<file path="config.mk">
export PLATFORM = sky130hd
export DESIGN_NAME = svc_id_mem
export DESIGN_NICKNAME = d
export VERILOG_FILES = /design/src/hdl/svc_pkg.sv /design/src/hdl/svc_id_mem.sv
export SDC_FILE = /design/constraint.sdc
export NUM_CORES = 2
export LEC_CHECK = 0
export BUFFER_PORTS_ARGS = -buffer_cell sky130_fd_sc_hd__buf_2
export CORE_AREA = 2 2 523 525
export DETAILED_ROUTE_END_ITERATION = 8
export DIE_AREA = 0 0 525 527
export PLACE_DENSITY = 0.76
export SETUP_SLACK_MARGIN = 0.5
export SYNTH_ARGS = -nofsm -noshare
export SYNTH_HDL_FRONTEND = slang
export SYNTH_SLANG_ARGS = --single-unit
</file>
<file path="constraint.sdc">
create_clock -name clock -period 6.24 [get_ports clock]
set_clock_uncertainty 0.15 [all_clocks]
set_input_delay 0.624 -clock clock [delete_from_list [all_inputs] [get_ports clock]]
set_output_delay 0.624 -clock clock [all_outputs]
set_load 0.01 [all_outputs]
</file>
<file path="src/hdl/svc_pkg.sv">
// ----------------------------------------------------------------------------
// svc_pkg
// shared types and constants of the snapshot visibility check unit
// ----------------------------------------------------------------------------
package svc_pkg;

   localparam int ID_W      = 63;
   localparam int CMD_W     = 2;
   localparam int STATUS_W  = 2;
   localparam int CSR_IDX_W = 1;

   typedef enum logic [CMD_W-1:0] {
      CMD_CLEAR  = 2'd0,
      CMD_APPEND = 2'd1,
      CMD_QUERY  = 2'd2
   } cmd_type;

   typedef enum logic [STATUS_W-1:0] {
      ST_OK   = 2'd0,
      ST_FULL = 2'd1,
      ST_BAD  = 2'd2
   } status_type;

   localparam logic [CSR_IDX_W-1:0] CSR_LOWER_HORIZON = 1'b0;
   localparam logic [CSR_IDX_W-1:0] CSR_UPPER_HORIZON = 1'b1;

   typedef enum logic {
      S_IDLE,
      S_SEARCH
   } state_type;

   typedef struct packed {
      logic       visible;
      status_type status;
   } rsp_type;

endpackage

</file>
<file path="src/hdl/svc_id_mem.sv">
// ----------------------------------------------------------------------------
// svc_id_mem
// id list storage, one write port and one read port, registered read data
// ----------------------------------------------------------------------------
module svc_id_mem #(
   parameter int DEPTH  = 64,
   parameter int ADDR_W = 6
) (
   input  logic                     clock,
   input  logic                     wr_en,
   input  logic [ADDR_W-1:0]        wr_addr,
   input  logic [svc_pkg::ID_W-1:0] wr_data,
   input  logic                     rd_en,
   input  logic [ADDR_W-1:0]        rd_addr,
   output logic [svc_pkg::ID_W-1:0] rd_data
);
   import svc_pkg::*;

   logic [ID_W-1:0] mem_ff [DEPTH];
   logic [ID_W-1:0] rd_data_ff;

   always_ff @(posedge clock) begin
      if (wr_en) begin
         mem_ff[wr_addr] <= wr_data;
      end
   end

   always_ff @(posedge clock) begin
      if (rd_en) begin
         rd_data_ff <= mem_ff[rd_addr];
      end
   end

   assign rd_data = rd_data_ff;

endmodule

</file>
Yosys cells after proc, flatten, opt, wreduce, memory -nomap -nowiden
Memories as Yosys holds them, arrays and structs flattened. A register that Yosys moved wholly into a read port is not among the register bits. Index checks and enable logic that the tools add are counted.

Muxes and demuxes: 2.

Operator list (count): $mux W1 (2).

Register bits after elaboration: 0. Bits in writable memories: 4032. Memories kept: 1.

Memories: mem_ff (words 64, bits a word 63, read ports 1, clocked after Yosys merged registers in 1, wr ports 1, line svc_id_mem.sv:19) `logic [ID_W-1:0] mem_ff [DEPTH];`.

Longest topological paths before layout
Depth in word-level cells: 2. Gate-level depth with buffers: 10. Depth with buffers taken out: 5.

Worst setup path before layout
OpenSTA, ideal clock, no wires.

Kind: input to register. Start: input port wr_addr[3]. End: memory mem_ff[48][0], enable pin. Slack: 126 ps. Path buffers: 1. Arrival time: 5402 ps. Library setup time: 561 ps. Stages on the path: 4. Cells stage by stage: clkbuf_1 nor2b_1 nand4b_1 nor3_1.

RTL lines: from (decl) (line svc_id_mem.sv:11) `input logic [ADDR_W-1:0] wr_addr,`; to (decl) (line svc_id_mem.sv:19).

Straight into the memory's write port.

==> flow_summary.yaml <==
synthesis:
  ys_warn_count: 0
  synth_nets: 6633
  ys_ff_latch: 4095
  synth_common_cells: "edfxtp_1, mux4_2, o22ai_1, clkbuf_1, nor2_1"
  synthesis.area_mm2: 0.154
  synth_ff_type: "edfxtp_1"
  yosys-top-cells-area: "edfxtp_1, mux4_2, o22ai_1"
  avgSynthCellArea_um2: 23.5
  synth_edf_count: 4095
  synth_cells: 6555
  yosysUniqueCellTypes: 33
  synth_most_common_cell: "edfxtp_1"
  yosysTopAreaCell: "edfxtp_1"
  ys_seq_area_share_pct: 79.9
  yosysTopAreaCellShare_pct: 79.9
  async_reset_ff_share_pct: 0
global_routing:
  grt_usage_pct: 32.2
  overflow: 0
  antenna_found_initial: 46
  grt_pass1_wl_um: 617000
  grt_start_max_net_pins: 107
  grt_pass1_vias: 78000
floorplan:
  die_area_mm2: 0.277
  dieWidth_um: 525
  ios: 141
  row_count: 192
  start_util_pct: 56.7
  die_h_um: 527
  core_area_mm2: 0.272
clocking:
  htreeDepth: 5
  cts_hold_buffers: 0
  clock_latency_ns: 0.99
  clock-sinks: 4095
  cts_made_buffers: 401
  path_clk_slew_ns: 0.06
  clk_path_buf_depth: 4
  cts_root_buffer: "clkbuf_16"
  tritoncts: "yes"
  cts_setup_buffers: 0
  cts_resized: 0
timing:
  hold_viol: 0
  setup_viol: 0
  max_freq_ghz: 0.288
  slew_headroom_pct: 10.3
  rsz0062_at_grt: "false"
  tns_ns: 0
  fin_crit_ns: 3.48
  tightest_slew_ns: 1.34
  finalCritPeriodShare_pct: 55.7
  final.setup.worst_slack_ns: 2.76
  slew_viol_final: 0
setup_path:
  critPathKind: "in2reg"
  max_stage_delay_ns: 0.69
  cp_slowest_cell: "nand2_4"
  rrSetupSlack_ns: 3.99
  critical_path_required_ns: 6.79
  critPathLaunchType: "input port"
  r2r_end: "rd_data[58]"
  r2r_start: "mem_ff[36][58]"
  path_common_cell: "buf_4"
  cp_cell_sequence: "buf_4, buf_4, nand2_4, buf_4, o22ai_1, nor4_1, o22a_1"
  worstPathMaxFanout: 36
  r2r_cells: 5
  arrival_ns: 4.03
  crit_path_end_kind: "register"
min_path:
  holdPathStages: 1
  hold_end: "mem_ff[0][29]"
  min_from: "wr_data[29]"
  min_path_type: "in2reg"
finish:
  drive_gt1_share_pct: 26.9
  final-seq-area_mm2: 0.123
  fillers: 16700
  synthToLayoutAreaGrowth_pct: 12.2
  multiInputGateArea_mm2: 0.0297
  fin_nets: 7005
place:
  io_buffers: 140
  dp_hpwl_um: 225000
  place.gp.congestion: 0.832
  place_ws_ns: 2.05
power_and_ir_drop:
  power_density_mw_per_mm2: 328
  power.leakage_nw: 53.3
  peakVddDrop_mv: 0.315
drt:
  routed_wirelength_um: 446000
  firstDrtPassIters: 8
  vias: 79200
  drt-initial-drc-count: 14700
  drc: 0
  ant_nets: 0
  wl_per_cell_um: 41.1
  via_per_inst: 7.30
run:
  maxCapViolations: 0
status:
  status: "completed"
-- through the flow --
step / total power (W) / hold WS, ns / utilization (%) / instances / area, um2
2_1_floorplan: 0.0326 / 0.573 / - / 6555 / 154000
3_3_place_gp: 0.0337 / 0.656 / 59.0 / 10100 / 160000
3_5_place_dp: 0.0338 / 0.676 / 59.0 / 10100 / 160000
4_1_cts: 0.0566 / 0.141 / 63.5 / 10800 / 173000
5_1_grt: 0.0577 / 0.172 / 63.5 / 10800 / 173000
6_report: 0.0566 / 0.195 / 63.6 / 10900 / 173000
-- layout make-up --
type	count	area share, %
clock buffer	478	6.04
timing repair buffer	350	1.78
multi-input combinational	2079	17.2
clock inverter	223	1.13
antenna	42	0.0609
sequential	4095	71.2
tap	3589	2.60
-- worst max-delay path by stage --
stage	startpoint	to	slack, ns	depth (start not counted)
global route	rd_addr[4]	rd_data[20]	2.93	6
floorplan	wr_addr[5]	mem_ff[39][0]	1.47	4
global placement	rd_addr[4]	rd_data[3]	2.15	7
finish	rd_addr[4]	rd_data[20]	2.76	7
detailed placement	rd_addr[4]	rd_data[20]	2.05	6
CTS	rd_addr[4]	rd_data[20]	2.91	6
-- report_power, final --
part	leakage [nW]	internal, W	switching, W
Sequential	36.9	0.0305	0.000151
Clock	6.06	0.0132	0.0101
Combinational	10.3	0.000908	0.00167
-- flip-flops by register name (all words and copies together) (netlist names) --
register / count
mem_ff: 4032
rd_data: 63
-- layer usage --
layer	vias up	wire, um	track usage (%)
li1	29100	-	-
met1	40900	144000	42.9
met2	7701	209000	49.2
met3	1408	68800	9.33
met4	24	24500	16.2
met5	-	166	0
-- cell usage in the layout (no fill, tap or decap), types with 27 or more instances in the layout --
| cell | instances |
|---|---|
| nor2_1 | 62 |
| clkbuf_16 | 406 |
| clkbuf_1 | 72 |
| o221ai_1 | 63 |
| nand3_1 | 27 |
| a22oi_1 | 50 |
| nor3_1 | 53 |
| edfxtp_1 | 4095 |
| bufinv_16 | 33 |
| nor2_4 | 62 |
| mux4_2 | 963 |
| clkinv_2 | 74 |
| buf_2 | 133 |
| o22a_1 | 53 |
| buf_12 | 61 |
| o22ai_1 | 299 |
| diode_2 | 42 |
| nor4_1 | 53 |
| mux2i_1 | 104 |
| nor2b_1 | 85 |
| a211oi_1 | 103 |
| buf_4 | 154 |
| clkinv_1 | 87 |
-- worst max-delay path: cells and delay by family --
kind / cells / cell delay, ns
simple gates: 2 / 0.82
buf+inv: 3 / 1.89
compound gates: 2 / 0.51
-- cell families after synthesis --
group | count (synthesis) | synth area share, %
flip-flops | 4095 | 79.9
multiplexers | 1067 | 14.8
AO/OA/AOI/OAI | 612 | 2.80
AND/OR/NAND/NOR | 400 | 1.32
buffers and inverters | 381 | 1.22
Note: power is estimated with default switching activity, not from simulation.
