$ cat src/hdl/svc_pkg.sv
// ----------------------------------------------------------------------------
// svc_pkg
// shared types and constants of the snapshot visibility check unit
// ----------------------------------------------------------------------------
package svc_pkg;

   localparam int ID_W      = 63;
   localparam int CMD_W     = 2;
   localparam int STATUS_W  = 2;
   localparam int CSR_IDX_W = 1;

   typedef enum logic [CMD_W-1:0] {
      CMD_CLEAR  = 2'd0,
      CMD_APPEND = 2'd1,
      CMD_QUERY  = 2'd2
   } cmd_type;

   typedef enum logic [STATUS_W-1:0] {
      ST_OK   = 2'd0,
      ST_FULL = 2'd1,
      ST_BAD  = 2'd2
   } status_type;

   localparam logic [CSR_IDX_W-1:0] CSR_LOWER_HORIZON = 1'b0;
   localparam logic [CSR_IDX_W-1:0] CSR_UPPER_HORIZON = 1'b1;

   typedef enum logic {
      S_IDLE,
      S_SEARCH
   } state_type;

   typedef struct packed {
      logic       visible;
      status_type status;
   } rsp_type;

endpackage

$ cat src/hdl/svc_ctrl.sv
// ----------------------------------------------------------------------------
// svc_ctrl
// command sequencer: append checks, horizon tests and binary search
// ----------------------------------------------------------------------------
module svc_ctrl #(
   parameter int MAX_IDS = 64,
   parameter int ADDR_W  = 6,
   parameter int CNT_W   = 7
) (
   input  logic                         clock,
   input  logic                         reset,
   input  logic                         start,
   input  logic [svc_pkg::CMD_W-1:0]    command,
   input  logic [svc_pkg::ID_W-1:0]     txn_id,
   input  logic [svc_pkg::ID_W-1:0]     lower_horizon,
   input  logic [svc_pkg::ID_W-1:0]     upper_horizon,
   output logic                         busy,
   output logic                         rsp_strobe,
   output svc_pkg::rsp_type             rsp,
   output logic                         mem_wr_en,
   output logic [ADDR_W-1:0]            mem_wr_addr,
   output logic [svc_pkg::ID_W-1:0]     mem_wr_data,
   output logic                         mem_rd_en,
   output logic [ADDR_W-1:0]            mem_rd_addr,
   input  logic [svc_pkg::ID_W-1:0]     mem_rd_data
);
   import svc_pkg::*;

   localparam logic [CNT_W-1:0] MAX_CNT = CNT_W'(MAX_IDS);

   state_type        state_ff, state_in;
   logic [CNT_W-1:0] count_ff, count_in;
   logic [ID_W-1:0]  last_ff, last_in;
   logic [ID_W-1:0]  id_ff, id_in;
   logic [CNT_W-1:0] lo_ff, lo_in;
   logic [CNT_W-1:0] hi_ff, hi_in;
   logic [CNT_W-1:0] mid_ff, mid_in;
   logic             strobe_ff, strobe_in;
   rsp_type          rsp_ff, rsp_in;

   logic [ID_W-1:0]  last_id;
   logic [CNT_W:0]   mid_sum;
   logic             accept;

   always_ff @(posedge clock) begin
      if (reset) begin
         state_ff  <= S_IDLE;
         count_ff  <= '0;
         strobe_ff <= 1'b0;
      end else begin
         state_ff  <= state_in;
         count_ff  <= count_in;
         strobe_ff <= strobe_in;
      end
   end

   always_ff @(posedge clock) begin
      last_ff <= last_in;
      id_ff   <= id_in;
      lo_ff   <= lo_in;
      hi_ff   <= hi_in;
      mid_ff  <= mid_in;
      rsp_ff  <= rsp_in;
   end

   assign accept  = start && (state_ff == S_IDLE);
   assign last_id = (count_ff == '0) ? '0 : last_ff;

   always_comb begin
      state_in    = state_ff;
      count_in    = count_ff;
      last_in     = last_ff;
      id_in       = id_ff;
      lo_in       = lo_ff;
      hi_in       = hi_ff;
      mid_in      = mid_ff;
      strobe_in   = 1'b0;
      rsp_in      = rsp_ff;
      mem_wr_en   = 1'b0;
      mem_wr_addr = count_ff[ADDR_W-1:0];
      mem_wr_data = txn_id;
      mem_rd_en   = 1'b0;
      mem_rd_addr = mid_ff[ADDR_W-1:0];
      mid_sum     = '0;

      case (state_ff)
         S_IDLE: begin
            if (accept) begin
               strobe_in      = 1'b1;
               rsp_in.visible = 1'b0;
               rsp_in.status  = ST_OK;
               case (command)
                  CMD_CLEAR: begin
                     count_in = '0;
                  end
                  CMD_APPEND: begin
                     if (count_ff >= MAX_CNT) begin
                        rsp_in.status = ST_FULL;
                     end else if (txn_id < lower_horizon || txn_id >= upper_horizon ||
                                  txn_id <= last_id) begin
                        rsp_in.status = ST_BAD;
                     end else begin
                        mem_wr_en = 1'b1;
                        count_in  = count_ff + CNT_W'(1);
                        last_in   = txn_id;
                     end
                  end
                  CMD_QUERY: begin
                     if (txn_id < lower_horizon) begin
                        rsp_in.visible = 1'b1;
                     end else if (txn_id >= upper_horizon) begin
                        rsp_in.visible = 1'b0;
                     end else if (count_ff == '0) begin
                        rsp_in.visible = 1'b1;
                     end else begin
                        // start the search over the whole list
                        strobe_in   = 1'b0;
                        id_in       = txn_id;
                        lo_in       = '0;
                        hi_in       = count_ff;
                        mid_in      = count_ff >> 1;
                        mem_rd_en   = 1'b1;
                        mem_rd_addr = mid_in[ADDR_W-1:0];
                        state_in    = S_SEARCH;
                     end
                  end
                  default: begin
                  end
               endcase
            end
         end
         S_SEARCH: begin
            rsp_in.status = ST_OK;
            if (mem_rd_data == id_ff) begin
               strobe_in      = 1'b1;
               rsp_in.visible = 1'b0;
               state_in       = S_IDLE;
            end else begin
               if (mem_rd_data < id_ff) begin
                  lo_in = mid_ff + CNT_W'(1);
               end else begin
                  hi_in = mid_ff;
               end
               if (lo_in < hi_in) begin
                  mid_sum     = {1'b0, lo_in} + {1'b0, hi_in};
                  mid_in      = mid_sum[CNT_W:1];
                  mem_rd_en   = 1'b1;
                  mem_rd_addr = mid_in[ADDR_W-1:0];
               end else begin
                  strobe_in      = 1'b1;
                  rsp_in.visible = 1'b1;
                  state_in       = S_IDLE;
               end
            end
         end
         default: begin
            state_in = S_IDLE;
         end
      endcase
   end

   assign busy       = (state_ff != S_IDLE);
   assign rsp_strobe = strobe_ff;
   assign rsp        = rsp_ff;

endmodule

$ cat config.mk
export PLATFORM = sky130hd
export DESIGN_NAME = svc_ctrl
export DESIGN_NICKNAME = d
export VERILOG_FILES = /design/src/hdl/svc_pkg.sv /design/src/hdl/svc_ctrl.sv
export SDC_FILE = /design/constraint.sdc
export NUM_CORES = 1
export LEC_CHECK = 0
export BUFFER_PORTS_ARGS = -buffer_cell sky130_fd_sc_hd__buf_2
export CAP_MARGIN = 0
export CORE_ASPECT_RATIO = 0.6
export CORE_MARGIN = 2
export CORE_UTILIZATION = 45
export CTS_CLUSTER_SIZE = 25
export DETAILED_ROUTE_END_ITERATION = 12
export PLACE_DENSITY = 0.79
export SKIP_CTS_REPAIR_TIMING = 1
export SLEW_MARGIN = 5
export SYNTH_ARGS = -nofsm -noshare
export SYNTH_HDL_FRONTEND = slang
export SYNTH_SLANG_ARGS = --single-unit
$ cat constraint.sdc
create_clock -name clock -period 11.12 [get_ports clock]
set_input_delay 1.112 -clock clock [delete_from_list [all_inputs] [get_ports clock]]
set_output_delay 1.112 -clock clock [all_outputs]
set_load 0.01 [all_outputs]
# After elaboration in Yosys (flattened, before gate mapping)
# Cells that the tools add are included.
[word_totals]
reg_bits = 159
inputBits = 257
out_inout_bits = 82
[op_classes]
add_sub_neg = 3
magnitude_cmp = 6
eq_ne = 13
n_mux = 71
n_bitwise = 6
reduce_logical = 12
[ops]
columns = ["cell", "count"]
rows = [
  ["$mux W7", 27],
  ["$lt A63 B63 Y1", 2],
  ["$eq A63 B63 Y1", 1],
  ["$ge A63 B63 Y1", 1],
  ["$le A63 B63 Y1", 1],
  ["$mux W63", 1],
  ["$pmux W7 S2", 4],
  ["$mux W6", 7],
  ["$mux W1", 24],
  ["$add A7 B1 Y7 const B", 2],
  ["$ne A2 B2 Y1 const B", 7],
  ["$pmux W6 S2", 1],
  ["$reduce_and A6 Y1", 2],
  ["$reduce_and A5 Y1", 2],
  ["$add A7 B7 Y8", 1],
  ["$ge A7 B7 Y1 const B", 1],
  ["$logic_not A7 Y1", 1],
  ["$lt A7 B7 Y1", 1],
  ["$reduce_and A7 Y1", 1],
  ["$mux W2", 3],
  ["$not A1 Y1", 6],
  ["$pmux W3 S2", 1],
  ["$ne A2 B1 Y1 const B", 2],
  ["$pmux W1 S2", 2],
  ["other kinds (9)", 10],
]

# Logic depth before layout (Yosys ltp)
[depth]
depth_word = 9
mapped_depth = 22
mapped_depth_nobuf = 20

# Worst setup path after synthesis
# OpenSTA, ideal clock, no wires.
[synth_path]
kind = "register to register"
startpoint = "register count_ff[0]"
endpoint = "register last_ff[0] (enable)"
arrival_time_ns = 8.911
setup_slack_ns = 1.563
path_stages_with_launch = 14
path_buffers = 1
cell_sequence = "dfxtp_1 inv_1 ha_1 nand3_1 clkbuf_1 nand2_1 ha_1 nand4_1 or4_1 nor3_1 nand3_1 a31oi_1 o311ai_1 nor4_1"
[synth_between]
elab_chain_len = 6
elab_cells_between_ends = 8
classes_between = "order compare (2); mux (1); bitwise (2); reduce/logical (3)"
[synth_lines]
columns = ["item", "line", "rtl"]
rows = [
  ["from (decl)", "svc_ctrl.sv:32", "logic [CNT_W-1:0] count_ff, count_in;"],
  ["from (signal assigned)", "svc_ctrl.sv:52", "count_ff <= count_in;"],
  ["$logic_not A7 Y1", "svc_ctrl.sv:67", "assign last_id = (count_ff == '0) ? '0 : last_ff;"],
  ["$mux W63", "svc_ctrl.sv:67", ""],
  ["$le A63 B63 Y1", "svc_ctrl.sv:100", "txn_id <= last_id) begin"],
  ["$logic_or A1 B1 Y1", "svc_ctrl.sv:99", "end else if (txn_id < lower_horizon || txn_id >= upper_horizon ||"],
  ["$not A1 Y1 (no source line)", "-", ""],
  ["$reduce_and A5 Y1 (no source line) *", "-", ""],
  ["to (signal assigned)", "svc_ctrl.sv:58", "last_ff <= last_in;"],
  ["to (decl)", "svc_ctrl.sv:33", "logic [ID_W-1:0] last_ff, last_in;"],
]
# Mark *: on every way between the ends. The rest lies on a longest branch, timed or not.
# A chain may end at the register's enable or synchronous reset.

# Final worst setup path
[layout_path]
startpoint = "input mem_rd_data[62] (netlist bit)"
endpoint = "output mem_rd_addr[1]"
[layout_between]
elab_chain_len = 8
elab_cells_between_ends = 13
classes_between = "add/sub (1); order compare (2); eq/ne (1); mux (9)"
[layout_lines]
columns = ["item", "line", "rtl"]
rows = [
  ["from (decl)", "svc_ctrl.sv:25", "input logic [svc_pkg::ID_W-1:0] mem_rd_data"],
  ["$lt A63 B63 Y1", "svc_ctrl.sv:139", "if (mem_rd_data < id_ff) begin"],
  ["$mux W7", "svc_ctrl.sv:139", ""],
  ["$mux W7", "svc_ctrl.sv:134", "if (mem_rd_data == id_ff) begin"],
  ["$mux W7", "svc_ctrl.sv:86", "case (state_ff)"],
  ["$add A7 B7 Y8 or $lt A7 B7 Y1 (tied branches)", "svc_ctrl.sv:145, svc_ctrl.sv:144", ""],
  ["$mux W6", "svc_ctrl.sv:144", "if (lo_in < hi_in) begin"],
  ["$mux W6 *", "svc_ctrl.sv:134", ""],
  ["$pmux W6 S2 *", "svc_ctrl.sv:86", ""],
  ["to (decl)", "svc_ctrl.sv:24", "output logic [ADDR_W-1:0] mem_rd_addr,"],
]
# Mark *: on every way between the ends. The rest lies on a longest branch, timed or not. The select of a mux whose other input is x is not followed.

==> impl_metrics.xml <==
<?xml version="1.0" encoding="UTF-8"?>
<metrics>
  <group name="synthesis">
    <metric name="synth_async_sr_flop_share" unit="%">0</metric>
    <metric name="netlist_instances" unit="">1357</metric>
    <metric name="synth_adder_area_share" unit="%">26.0</metric>
    <metric name="post_synth_main_area_contributors" unit="">edfxtp_1 35%, ha_1 26%, inv_1 6.1%</metric>
    <metric name="synthesis.area_per_instance" unit="um^2">9.50</metric>
    <metric name="portion_of_the_post_synthesis_area_used_by_sequential_elements" unit="%">36.4</metric>
    <metric name="postSynthRegisterBits" unit="">159</metric>
    <metric name="synth_area_in_xor_xnor" unit="%">0.612</metric>
    <metric name="synth_enable_flop_cells" unit="">150</metric>
    <metric name="synth_nets" unit="">1881</metric>
    <metric name="post_synth_mux_area_share" unit="%">0.728</metric>
    <metric name="post_synthesis_compound_gate_area_fraction" unit="%">12.7</metric>
    <metric name="yosys.area.top_type_share" unit="%">35.0</metric>
    <metric name="synth_warnings" unit="">0</metric>
    <metric name="post_synthesis_simple_gate_area_fraction" unit="%">13.1</metric>
    <metric name="syn_area" unit="um^2">12900</metric>
    <metric name="synth_top_family_by_area" unit="">adder cells</metric>
    <metric name="post_synth_num_cell_types" unit="">58</metric>
    <metric name="yosys.area.top_type" unit="">edfxtp_1</metric>
    <metric name="postSynth.topFlopCell" unit="">edfxtp_1</metric>
  </group>
  <group name="finish">
    <metric name="drive_gt1_share" unit="%">23.1</metric>
    <metric name="net_total_in_the_final_layout" unit="">2159</metric>
    <metric name="mostFrequentLayoutCell" unit="">buf_2</metric>
    <metric name="post_layout_utilization_of_the_core" unit="%">54.4</metric>
    <metric name="register_area" unit="um^2">4680</metric>
    <metric name="post-route-cell-area" unit="um^2">15200</metric>
    <metric name="commonest_cells_after_routing_fill_and_taps_aside" unit="">338 x buf_2, 266 x ha_1, 208 x inv_1</metric>
    <metric name="nFillCells" unit="">2498</metric>
    <metric name="multi_input_comb_area" unit="um^2">6860</metric>
    <metric name="layout-area-overhead-vs-synth" unit="%">17.6</metric>
  </group>
  <group name="critical_path">
    <metric name="worst_path_required_time" unit="ps">10010</metric>
    <metric name="cp_max_fo" unit="">14</metric>
    <metric name="reg2reg_depth" unit="">15</metric>
    <metric name="worstSetupEndpointType" unit="">primary output</metric>
    <metric name="crit_end" unit="">mem_rd_addr[1]</metric>
    <metric name="worstReg2RegStart" unit="">id_ff[57]$_DFFE_PP_</metric>
    <metric name="worstSetupStartpointType" unit="">primary input</metric>
    <metric name="register_to_register_path_setup_slack" unit="ps">4630</metric>
    <metric name="crit_type" unit="">in -&gt; out</metric>
    <metric name="worst_r2r_endpoint" unit="">mid_ff[4]$_DFFE_PP_</metric>
    <metric name="worstSetupStartpoint" unit="">mem_rd_data[62]</metric>
    <metric name="worst_ep_arrival_time" unit="ps">7040</metric>
  </group>
  <group name="timing">
    <metric name="timing_max_transition_violations_final" unit="">0</metric>
    <metric name="rsz0062_at_grt" unit="">no</metric>
    <metric name="clock-skew-final" unit="ps">18.0</metric>
    <metric name="tightest_slew" unit="ps">1010</metric>
    <metric name="period_share" unit="%">73.3</metric>
    <metric name="setup_viol_count_final" unit="">0</metric>
    <metric name="setup_total_negative_slack" unit="ps">0</metric>
    <metric name="post-route-min-period" unit="ps">8150</metric>
    <metric name="achievable-frequency" unit="MHz">123</metric>
    <metric name="finalHoldViolCount" unit="">0</metric>
    <metric name="maxSlewHeadroom" unit="%">32.2</metric>
  </group>
  <group name="clock_tree">
    <metric name="cts_buffer_depth" unit="">2</metric>
    <metric name="h-tree-depth" unit="">4</metric>
    <metric name="cts_tree" unit="">built</metric>
    <metric name="insertion_delay" unit="ps">450</metric>
    <metric name="clk_transition_reported_paths" unit="ps">70</metric>
    <metric name="ctsRootBufferMaster" unit="">clkbuf_16</metric>
    <metric name="number_of_sinks_handled_by_clock_tree_synthesis" unit="">159</metric>
    <metric name="cts-buffers-inserted" unit="">17</metric>
  </group>
  <group name="global_routing">
    <metric name="first_global_vias" unit="">10826</metric>
    <metric name="antenna_found_initial" unit="">7</metric>
    <metric name="grt_first_pass_wirelength" unit="mm">58.6</metric>
    <metric name="grt_max_degree" unit="">66</metric>
    <metric name="globalRoute.totalOverflow" unit="">0</metric>
    <metric name="grt.total_usage" unit="%">25.9</metric>
  </group>
  <group name="die">
    <metric name="die_w" unit="um">222</metric>
    <metric name="die_area" unit="um^2">30000</metric>
    <metric name="floorplan.die.height" unit="um">135</metric>
    <metric name="io_pins" unit="">339</metric>
    <metric name="rows" unit="">47</metric>
    <metric name="core-area" unit="um^2">27900</metric>
    <metric name="start_util" unit="%">46.2</metric>
  </group>
  <group name="drt">
    <metric name="drt_wl_total" unit="mm">39.0</metric>
    <metric name="drtPass1Iterations" unit="">5</metric>
    <metric name="post-route-drc-count" unit="">0</metric>
    <metric name="routed_via_density" unit="">5.51</metric>
    <metric name="routedWlPerCell" unit="um">19.3</metric>
    <metric name="remaining_antenna_violation_count_after_routing" unit="">0</metric>
    <metric name="detailroute.via_count" unit="">11124</metric>
    <metric name="drt-initial-drc-count" unit="">810</metric>
  </group>
  <group name="placed_design">
    <metric name="placement.cell_area" unit="um^2">14500</metric>
    <metric name="post-dp-hpwl" unit="mm">31.7</metric>
    <metric name="portBuffers" unit="">338</metric>
    <metric name="globalplace.congestion" unit="">0.958</metric>
  </group>
  <group name="power_and_ir_drop">
    <metric name="power.static_leakage" unit="nW">7.27</metric>
    <metric name="ir_drop" unit="uV">94.9</metric>
    <metric name="p_per_area" unit="nW/um^2">104</metric>
  </group>
  <group name="min_path">
    <metric name="worst_hold_path.num_cells" unit="">2</metric>
    <metric name="min-delay-start" unit="">count_ff[0]$_SDFFE_PP0P_</metric>
    <metric name="min-delay-path-class" unit="">reg -&gt; reg</metric>
  </group>
  <group name="run">
    <metric name="maxCapViolCount" unit="">0</metric>
  </group>
  <group name="outcome">
    <metric name="status" unit="">complete, no violations</metric>
  </group>
</metrics>
[stage by stage]
stage / hold WS [ps] / total power, mW / cells / worst slack [ps]
floorplan: 499 / 0.841 / 1357 / 1560
global placement: 578 / 0.951 / 1983 / 3060
detailed placement: 601 / 0.964 / 1983 / 3040
CTS: 612 / 1.59 / 2015 / 3020
global route: 657 / 1.65 / 2020 / 2600
finish: 617 / 1.58 / 2020 / 2970
[critical path, cell delays in order]
cell     delay, ps
buf_2          100
ha_1           320
nand4_1        270
nor4_1         940
nand4_1        620
a21oi_1        440
nor4b_1        160
and2_1         400
mux2i_1        340
inv_1           70
ha_1           360
nor4_1         310
nand3_1        160
o31ai_2        860
o32ai_1        170
a31o_2         250
buf_2          130
[area by class of cell]
type                            count  share of cell area [%]
Inverter                          209                    5.18
Sequential cell                   159                    30.9
Tap cell                          367                    3.03
Multi-Input combinational cell    907                    45.3
Timing Repair Buffer              341                    11.3
Clock buffer                       32                    4.21
Antenna cell                        5                  0.0826
[cell families after synthesis]
logic type,count (synthesis)
buf+inv,291
fa+ha+maj,267
compound gates,272
mux,9
simple gates,350
flops,159
xor+xnor,9
[metal layers]
layer / track usage (%) / vias to the layer above / part of all wire, % / wire length [um]
met5: 0 / - / 0.067 / 26
met4: 8.91 / 4 / 2.5 / 994
met3: 7.77 / 79 / 8.3 / 3220
met2: 41.2 / 471 / 44 / 17200
met1: 33.8 / 5189 / 45 / 17500
li1: - / 5381 / - / -
[sequential cells by signal, summed over array words and instances, names as in the netlist, 3 cells and up]
name,count
id_ff,63
last_ff,63
count_ff,7
hi_ff,7
lo_ff,7
mid_ff,7
rsp,3
[synthesized netlist by cell type, drive strengths merged (4+ instances only)]
cell / count
o311ai: 4
and2: 11
nand2: 163
or4: 6
edfxtp: 150
inv: 209
nand2b: 4
dfxtp: 9
xnor2: 8
a21o: 12
o21a: 4
clkbuf: 12
a221oi: 10
nor2: 43
and3: 5
o211ai: 6
nand3: 26
ha: 266
nand4: 44
and4: 11
o21ai: 58
nor2b: 4
o221ai: 5
a21oi: 126
mux2i: 6
o31ai: 5
nor4: 11
nor3: 7
a211oi: 13
buf: 70
o21bai: 7
or3: 5
[report_power, final]
group	internal, mW	total, mW	leakage (nW)	switching, mW
combinational	0.123	0.295	5.52	0.172
clock	0.384	0.626	0.313	0.242
sequential	0.657	0.658	1.44	0.00103
total	1.16	1.58	7.27	0.416
[how the worst min path moves through the flow]
| stage | endpoint |
|---|---|
| 2_1_floorplan | count_ff[6]$_SDFFE_PP0P_ |
| 3_3_place_gp | count_ff[3]$_SDFFE_PP0P_ |
| 3_5_place_dp | count_ff[0]$_SDFFE_PP0P_ |
| 4_1_cts | count_ff[0]$_SDFFE_PP0P_ |
| 5_1_grt | count_ff[4]$_SDFFE_PP0P_ |
| 6_report | count_ff[0]$_SDFFE_PP0P_ |
Note: power is estimated with default switching activity, not from simulation.
